$ cat src/hw/rtl/deque_with_delete_all_extreme_unit_assert.svh
// Assertion macros for the deque unit.
`ifndef DEQUE_WITH_DELETE_ALL_EXTREME_UNIT_ASSERT_SVH
`define DEQUE_WITH_DELETE_ALL_EXTREME_UNIT_ASSERT_SVH

// Same-cycle implication, off while reset is asserted.
`define DQDX_ASSERT_IMPLY(label, clk, rst_n, ante, cons) \
    label: assert property (@(posedge clk) disable iff (!(rst_n)) (ante) |-> (cons)) \
        else $error("deque unit: implication failed");

// Next-cycle implication, off while reset is asserted.
`define DQDX_ASSERT_NEXT(label, clk, rst_n, ante, cons) \
    label: assert property (@(posedge clk) disable iff (!(rst_n)) (ante) |=> (cons)) \
        else $error("deque unit: next-cycle check failed");

`endif

$ cat src/hw/rtl/dqdx_pkg.sv
// Shared types and codes for the deque unit.
package dqdx_pkg;

    localparam int unsigned DATA_W = 32;

    // Operation codes
    typedef enum logic [2:0] {
        OP_PUSH_FRONT = 3'd0,
        OP_PUSH_BACK  = 3'd1,
        OP_POP_FRONT  = 3'd2,
        OP_POP_BACK   = 3'd3,
        OP_DEL_MAX    = 3'd4,
        OP_DEL_MIN    = 3'd5
    } t_op;

    // Result status codes
    typedef enum logic [1:0] {
        ST_DONE  = 2'd0,
        ST_EMPTY = 2'd1,
        ST_FULL  = 2'd2
    } t_status;

    // Controller states
    typedef enum logic [1:0] {
        S_IDLE,
        S_SCAN,
        S_COMPACT,
        S_DONE
    } t_state;

    // Where a cell takes its next value from
    typedef enum logic [1:0] {
        CM_HOLD,
        CM_FROM_LEFT,
        CM_FROM_RIGHT
    } t_cell_mode;

    // Command broadcast to every cell of the row
    typedef struct packed {
        t_cell_mode               mode;
        logic                     load_en;
        logic signed [DATA_W-1:0] load_data;
    } t_cell_cmd;

endpackage

$ cat src/hw/rtl/dqdx_cell.sv
// One storage cell of the deque row: holds an entry and shifts with its neighbors.
module dqdx_cell
    import dqdx_pkg::*;
#(
    parameter int unsigned IDX_W = 4,
    parameter int unsigned IDX   = 0
) (
    input  logic                     i_clk,
    input  t_cell_cmd                i_cmd,
    input  logic [IDX_W-1:0]         i_load_idx,
    input  logic signed [DATA_W-1:0] i_left,
    input  logic signed [DATA_W-1:0] i_right,
    output logic signed [DATA_W-1:0] o_q
);

    logic signed [DATA_W-1:0] r_q;
    logic signed [DATA_W-1:0] n_q;
    logic                     w_hit;

    assign w_hit = i_cmd.load_en && (i_load_idx == IDX_W'(IDX));

    // Addressed load wins over the shift
    always_comb begin
        n_q = r_q;
        if (w_hit) begin
            n_q = i_cmd.load_data;
        end else begin
            case (i_cmd.mode)
                CM_FROM_LEFT:  n_q = i_left;
                CM_FROM_RIGHT: n_q = i_right;
                default:       n_q = r_q;
            endcase
        end
    end

    // Payload only, no reset
    always_ff @(posedge i_clk) begin
        r_q <= n_q;
    end

    assign o_q = r_q;

endmodule

$ cat src/hw/rtl/deque_with_delete_all_extreme_unit.sv
// Top level of the deque unit: controller over a row of storage cells.
// Bounded double-ended queue of signed 32-bit values, up to DEPTH entries, kept as a row of
// cells with the front entry always in cell 0. For push, pop, unknown operation codes and a
// delete on an empty deque, the input transfer and the result are registered at the same edge.
// Delete-all-max and delete-all-min on N held entries rotate the row one position per cycle,
// first over the N entries to find the extreme at cell 0, then over them again to rebuild the
// row without the matching entries, then post the result once the output register is free.
// The input is stalled while a delete runs and while an unread result blocks a new one.
module deque_with_delete_all_extreme_unit
    import dqdx_pkg::*;
#(
    parameter int unsigned DEPTH = 16
) (
    input  logic                               i_clk,
    input  logic                               i_rst_n,
    input  logic                               i_in_valid,
    output logic                               o_in_stall,
    input  logic [2:0]                         i_operation,
    input  logic signed [DATA_W-1:0]           i_value,
    output logic                               o_out_valid,
    input  logic                               i_out_stall,
    output logic [1:0]                         o_status,
    output logic [$clog2(DEPTH+1)-1:0]         o_count_after,
    output logic [$clog2(DEPTH+1)-1:0]         o_removed
);

`include "deque_with_delete_all_extreme_unit_assert.svh"

    localparam int unsigned IDX_W = $clog2(DEPTH);
    localparam int unsigned CNT_W = $clog2(DEPTH+1);

    // Control state
    t_state             r_state, n_state;
    logic [CNT_W-1:0]   r_count, n_count;
    logic [CNT_W-1:0]   r_len, n_len;
    logic [CNT_W-1:0]   r_n, n_n;
    logic [CNT_W-1:0]   r_step, n_step;
    logic               r_want_max, n_want_max;
    logic signed [DATA_W-1:0] r_best, n_best;
    logic               r_out_valid, n_out_valid;

    // Result payload
    t_status            r_status, n_status;
    logic [CNT_W-1:0]   r_cnt_out, n_cnt_out;
    logic [CNT_W-1:0]   r_rem_out, n_rem_out;

    // Cell row
    t_cell_cmd                w_cmd;
    logic [IDX_W-1:0]         w_load_idx;
    logic signed [DATA_W-1:0] w_cell_q [DEPTH];
    logic signed [DATA_W-1:0] w_head;

    logic w_out_free;
    logic w_accept;
    logic w_last_step;
    logic w_keep;

    assign w_head      = w_cell_q[0];
    assign w_out_free  = !r_out_valid || !i_out_stall;
    assign o_in_stall  = !((r_state == S_IDLE) && w_out_free);
    assign w_accept    = i_in_valid && !o_in_stall;
    assign w_last_step = (CNT_W'(r_step + 1'b1) == r_n);
    assign w_keep      = (w_head != r_best);

    // Row of cells; cell 0 takes the pushed value from the left, the last wraps to cell 0
    for (genvar g = 0; g < DEPTH; g++) begin : g_cell
        logic signed [DATA_W-1:0] w_left;
        logic signed [DATA_W-1:0] w_right;
        if (g == 0) begin : g_first
            assign w_left = i_value;
        end else begin : g_mid_l
            assign w_left = w_cell_q[g-1];
        end
        if (g == DEPTH-1) begin : g_last
            assign w_right = w_cell_q[0];
        end else begin : g_mid_r
            assign w_right = w_cell_q[g+1];
        end
        dqdx_cell #(
            .IDX_W (IDX_W),
            .IDX   (g)
        ) u_cell (
            .i_clk      (i_clk),
            .i_cmd      (w_cmd),
            .i_load_idx (w_load_idx),
            .i_left     (w_left),
            .i_right    (w_right),
            .o_q        (w_cell_q[g])
        );
    end

    // Next state, cell commands and result
    always_comb begin
        n_state     = r_state;
        n_count     = r_count;
        n_len       = r_len;
        n_n         = r_n;
        n_step      = r_step;
        n_want_max  = r_want_max;
        n_best      = r_best;
        n_out_valid = r_out_valid && i_out_stall;
        n_status    = r_status;
        n_cnt_out   = r_cnt_out;
        n_rem_out   = r_rem_out;
        w_cmd.mode      = CM_HOLD;
        w_cmd.load_en   = 1'b0;
        w_cmd.load_data = i_value;
        w_load_idx      = r_count[IDX_W-1:0];

        case (r_state)
            S_IDLE: begin
                if (w_accept) begin
                    n_out_valid = 1'b1;
                    n_status    = ST_DONE;
                    n_rem_out   = '0;
                    case (i_operation)
                        OP_PUSH_FRONT: begin
                            if (r_count == CNT_W'(DEPTH)) begin
                                n_status = ST_FULL;
                            end else begin
                                w_cmd.mode = CM_FROM_LEFT;
                                n_count    = r_count + 1'b1;
                            end
                        end
                        OP_PUSH_BACK: begin
                            if (r_count == CNT_W'(DEPTH)) begin
                                n_status = ST_FULL;
                            end else begin
                                w_cmd.load_en = 1'b1;
                                n_count       = r_count + 1'b1;
                            end
                        end
                        OP_POP_FRONT: begin
                            if (r_count == '0) begin
                                n_status = ST_EMPTY;
                            end else begin
                                w_cmd.mode = CM_FROM_RIGHT;
                                n_count    = r_count - 1'b1;
                                n_rem_out  = CNT_W'(1);
                            end
                        end
                        OP_POP_BACK: begin
                            if (r_count == '0) begin
                                n_status = ST_EMPTY;
                            end else begin
                                n_count   = r_count - 1'b1;
                                n_rem_out = CNT_W'(1);
                            end
                        end
                        OP_DEL_MAX, OP_DEL_MIN: begin
                            if (r_count == '0) begin
                                n_status = ST_EMPTY;
                            end else begin
                                // No result yet: run the scan
                                n_out_valid = r_out_valid && i_out_stall;
                                n_state     = S_SCAN;
                                n_want_max  = (i_operation == OP_DEL_MAX);
                                n_n         = r_count;
                                n_len       = r_count;
                                n_step      = '0;
                            end
                        end
                        default: begin
                            n_status = ST_DONE;
                        end
                    endcase
                    n_cnt_out = n_count;
                end
            end

            // Rotate the occupied part once, tracking the extreme at cell 0
            S_SCAN: begin
                w_cmd.mode      = CM_FROM_RIGHT;
                w_cmd.load_en   = 1'b1;
                w_cmd.load_data = w_head;
                w_load_idx      = IDX_W'(r_n - 1'b1);
                if (r_step == '0) begin
                    n_best = w_head;
                end else if (r_want_max ? (w_head > r_best) : (w_head < r_best)) begin
                    n_best = w_head;
                end
                n_step = r_step + 1'b1;
                if (w_last_step) begin
                    n_state = S_COMPACT;
                    n_step  = '0;
                end
            end

            // Take the head off; put it back at the tail only if it is kept
            S_COMPACT: begin
                w_cmd.mode      = CM_FROM_RIGHT;
                w_cmd.load_en   = w_keep;
                w_cmd.load_data = w_head;
                w_load_idx      = IDX_W'(r_len - 1'b1);
                if (!w_keep) begin
                    n_len = r_len - 1'b1;
                end
                n_step = r_step + 1'b1;
                if (w_last_step) begin
                    n_state = S_DONE;
                end
            end

            // Post the delete result once the output register is free
            S_DONE: begin
                if (w_out_free) begin
                    n_out_valid = 1'b1;
                    n_status    = ST_DONE;
                    n_count     = r_len;
                    n_cnt_out   = r_len;
                    n_rem_out   = r_n - r_len;
                    n_state     = S_IDLE;
                end
            end

            default: begin
                n_state = S_IDLE;
            end
        endcase
    end

    // Control registers
    always_ff @(posedge i_clk) begin
        if (!i_rst_n) begin
            r_state     <= S_IDLE;
            r_count     <= '0;
            r_out_valid <= 1'b0;
        end else begin
            r_state     <= n_state;
            r_count     <= n_count;
            r_out_valid <= n_out_valid;
        end
    end

    // Working and result payload registers
    always_ff @(posedge i_clk) begin
        r_len      <= n_len;
        r_n        <= n_n;
        r_step     <= n_step;
        r_want_max <= n_want_max;
        r_best     <= n_best;
        r_status   <= n_status;
        r_cnt_out  <= n_cnt_out;
        r_rem_out  <= n_rem_out;
    end

    assign o_out_valid   = r_out_valid;
    assign o_status      = r_status;
    assign o_count_after = r_cnt_out;
    assign o_removed     = r_rem_out;

    // Checks
    `DQDX_ASSERT_IMPLY(a_busy_stalls, i_clk, i_rst_n, r_state != S_IDLE, o_in_stall)
    `DQDX_ASSERT_IMPLY(a_count_bound, i_clk, i_rst_n, 1'b1, r_count <= CNT_W'(DEPTH))
    `DQDX_ASSERT_IMPLY(a_len_bound, i_clk, i_rst_n, r_state == S_COMPACT || r_state == S_DONE,
        r_len <= r_n)
    `DQDX_ASSERT_NEXT(a_full_flag, i_clk, i_rst_n,
        w_accept && (i_operation == OP_PUSH_FRONT || i_operation == OP_PUSH_BACK)
        && (r_count == CNT_W'(DEPTH)), o_out_valid && (o_status == ST_FULL))

endmodule
$ cat config.mk
export PLATFORM = sky130hd
export DESIGN_NAME = deque_with_delete_all_extreme_unit
export DESIGN_NICKNAME = d
export VERILOG_FILES = /design/src/hw/rtl/dqdx_pkg.sv /design/src/hw/rtl/dqdx_cell.sv /design/src/hw/rtl/deque_with_delete_all_extreme_unit.sv
export VERILOG_INCLUDE_DIRS = /design/src /design/src/hw/rtl
export SDC_FILE = /design/constraint.sdc
export NUM_CORES = 1
export LEC_CHECK = 0
export ABC_AREA = 0
export BUFFER_PORTS_ARGS = -buffer_cell sky130_fd_sc_hd__buf_2
export CAP_MARGIN = 20
export CORE_MARGIN = 2
export CORE_UTILIZATION = 55
export DETAILED_ROUTE_END_ITERATION = 7
export GPL_ROUTABILITY_DRIVEN = 0
export GPL_TIMING_DRIVEN = 1
export PLACE_DENSITY_LB_ADDON = 0.05
export SLEW_MARGIN = 25
export SYNTH_ARGS = -nofsm -noshare
export SYNTH_HDL_FRONTEND = slang
export SYNTH_HIERARCHICAL = 1
export SYNTH_SLANG_ARGS = --single-unit
$ cat constraint.sdc
create_clock -name i_clk -period 13.23 [get_ports i_clk]
set_input_delay 2.646 -clock i_clk [delete_from_list [all_inputs] [get_ports i_clk]]
set_output_delay 2.646 -clock i_clk [all_outputs]
set_load 0.1 [all_outputs]
==> summary.txt <==
Run status
  • Status: completed

STA
  • Rel. slew slack: 0.2815
  • FMAX: ~0.17 GHz
  • Slew Limit Fails: 0
  • Clock Skews: ~0.021 ns
  • Worst slew pin tran: between 1 and 1.5 ns
  • Final setup viols: 0
  • RSZ-0062 raised after global routing: false
  • Tcrit/Tclk final: 0.4531
  • TNS Setup: 0 ns
  • Tmin final: between 5 and 6 ns
  • Final Hold Viols: 0

Yosys
  • Cells after Synth: between 2,000 and 2,500
  • Synth async-reset ratio: 0
  • #FFs+latches synth: 580
  • Simple-gate share of the synthesized area: 0.03351
  • Mux share of post-synthesis cell area: 0.3928
  • Ranking of synthesized cells by area: edfxtp_1 (47%), mux2_4 (35%), mux2_2 (2.8%)
  • Dominant cell type by area after synthesis: edfxtp_1
  • Total nets after synthesis: between 2,000 and 2,500
  • Yosys top cell area share: 0.4713
  • Mapped Area: roughly 0.036 mm^2
  • Post-Syn Area per Cell: 16.40 um^2
  • Synth Warn #: 6
  • Compound-gate portion of the synthesized area: 0.02324
  • Synth Flop Type: edfxtp_1
  • Post-synthesis sequential area ratio: 0.4757
  • Number of synthesized flops with an enable pin: approximately 570
  • Synth Area in Adders: 0.01669
  • Yosys cell types: 66
  • Largest family of logic cells by synthesized area: multiplexers
  • Post-Synth XOR/XNOR Area: 0.008755

Cells and area
  • Diodes inserted: 0
  • Area of the multi-input gates: between 0.015 and 0.02 mm^2
  • Sequential cell area: approximately 0.017 mm^2
  • Most common cell after layout, fill and taps aside: mux2_4
  • Nets@finish: 2,333
  • Fillers: between 5,000 and 6,000
  • Fraction of layout instances using a drive strength above 1: 0.5174
  • Layout area overhead: 6.942%
  • Post-route non-filler standard cell count: 3,160
  • Final instance area: 0.03897 mm^2
  • Most frequent cells in the layout: mux2_4 (840), edfxtp_1 (572), mux2_2 (89)

Critical path
  • Max incr delay on CP: around 0.42 ns
  • CP Max Fanout: 5
  • Worst path top cell family by delay: buffers and inverters
  • WS Path Type: in2out
  • Crit path cell chain: buf_2 > nand2_1 > nand2_1 > buf_2
  • Worst path slowest cell: buf_2
  • CP required: between 10 and 15 ns
  • Worst EP arrival: about 3.4 ns
  • R2r worst-path depth: 14
  • CP bufs+invs: 2
  • Crit end category: output pin
  • Critical path depth in cells: 4
  • Critical path launch point type: primary input

Power
  • Leakage: between 15 and 20 nW
  • Gate power share: 0.499
  • Flop pwr share: 0.351
  • P_sw: between 4 and 5 mW
  • Worst VDD drop: 0.2160 mV
  • Net Sw Frac: 0.3483
  • Power Dens Cells: slightly above 300 mW/mm^2
  • Int Pwr: 7.796 mW
  • Clock network fraction of total power: 0.150

CTS
  • Hold buffer count at cts: 0
  • Clock slew at reported path FFs: approximately 0.05 ns
  • CTS Root Cell: clkbuf_16
  • TritonCTS clock tree: done
  • Post-CTS sizing: 0
  • Clock Path Buffers: 3
  • Clk_lat worst skew: roughly 0.61 ns
  • CTS sink cnt: just under 600
  • H-Tree Depth: 3
  • Post-CTS Repair Setup Buffers: 0
  • CTS Buf Count: 69

Die
  • Core ar.: roughly 0.066 mm^2
  • Die Ht: 261.4 um
  • Starting Density: 0.5553
  • Die area: between 0.06 and 0.07 mm^2
  • Die width: 261.4 um
  • I/O pin cnt: 53
  • Site Rows: 94

Routing
  • Drt drc: 0
  • DR iter-0 viols: around 1,600
  • Routed WL: between 90,000 and 100,000 um
  • TritonRoute pass-1 iters: 6
  • Vias per cell: approximately 6.3
  • Post-DRT Antenna Nets: 0
  • DR vias: 19,830
  • Drt wl/cell: 31.00 um

Placement
  • Placed cell area: between 0.03 and 0.04 mm^2
  • PortBufs: 52
  • Dpl hpwl: roughly 60,000 um
  • Inst Count DP: approximately 3,000

Hold path
  • Hold Crit Class: reg2reg
  • Hold Crit Depth: 2

Global route
  • Met2 Track Usage GR: 0.4744
  • Met3 usage: 0.04539
  • Largest net degree at the start of global routing: roughly 50
  • GRT overflow: 0
  • Number of global-route vias before repair: about 21,000
  • First-pass GRT wire length: around 140,000 um
  • Initial antenna violation count: 0
  • Grt peak-use layer: met2
  • Gr usage total: 0.2877
  • GRT met1 Usage: 0.3899

Run
  • Maxcap violations: 0
worst min-delay path, cell delays in order, from the launching register on:
cell	delay, ns
dfxtp_1	0.30
nand2_1	0.14
a211oi_1	0.09
metrics by stage:
stage / hold slack (ns) / setup slack, ns / power (mW) / utilization
floorplan: 0.4309 / 7.140 / 8.790 / -
global placement: 0.5435 / 6.704 / 9.947 / 0.5613
detailed placement: 0.5789 / 6.703 / 10.09 / 0.5620
CTS: 0.5866 / 7.239 / 11.94 / 0.5937
global route: 0.6167 / 7.178 / 12.44 / 0.5938
finish: 0.5925 / 7.236 / 11.96 / 0.5938
path summary, 6_finish.rpt:
path,startpoint,to,slack (ns)
worst min-delay path,o_out_valid$_SDFF_PN0_,o_out_valid$_SDFF_PN0_,0.59
worst max register to register,g_cell[0].u_cell/o_q[31]$_DFFE_PP_,g_cell[14].u_cell/o_q[16]$_DFFE_PP_,7.74
worst max-delay path,i_out_stall,o_in_stall,7.24
worst min register to register,o_out_valid$_SDFF_PN0_,o_out_valid$_SDFF_PN0_,0.59
flip-flops by register name, summed over array words and instances (netlist names):
name               flops
r_count                5
r_n                    5
o_status               2
r_step                 5
r_want_max             1
g_cell.u_cell/o_q    512
o_count_after          5
o_removed              5
r_state                2
o_out_valid            1
r_len                  5
r_best                32
layer usage:
metal / part of all wire / wire length (um)
met5: 0 / 0
met4: 0.027 / 2650
met3: 0.057 / 5611
met2: 0.48 / 46600
met1: 0.44 / 43110
area by class of cell:
class / count / share of cell area
multi-input combinational: 1445 / 0.4538
clock buffer: 89 / 0.04842
timing repair buffer: 95 / 0.01496
clock inverter: 32 / 0.004880
inverter: 55 / 0.005297
tap: 864 / 0.02774
sequential: 580 / 0.4449
cells in the mapped netlist, drive strengths merged, types with 5 or more instances:
cell,n
mux2,929
edfxtp,572
buf,124
a21oi,88
nor3,71
mux2i,70
inv,55
ha,47
nand2,37
nor2,34
xnor2,25
nor2b,21
clkbuf,18
nand3,18
nand4,14
o21ai,11
a21o,9
dfxtp,8
nor3b,6
xor2,6
a211oi,5
power groups by stage:
stage / sequential (mW) / combinational (mW) / clock (mW)
after floorplan: 3.92 / 4.87 / 0
after global placement: 4.22 / 5.73 / 0
after detailed placement: 4.21 / 5.87 / 0
after CTS: 4.19 / 5.91 / 1.83
after global routing: 4.27 / 6.27 / 1.90
final: 4.19 / 5.97 / 1.80
logic make-up after synthesis:
family          Yosys count
compound gates          141
xor+xnor                 33
fa+ha+maj                48
buf+inv                 197
flops                   580
mux                     999
simple gates            224
(Power assumes the default switching activity.)
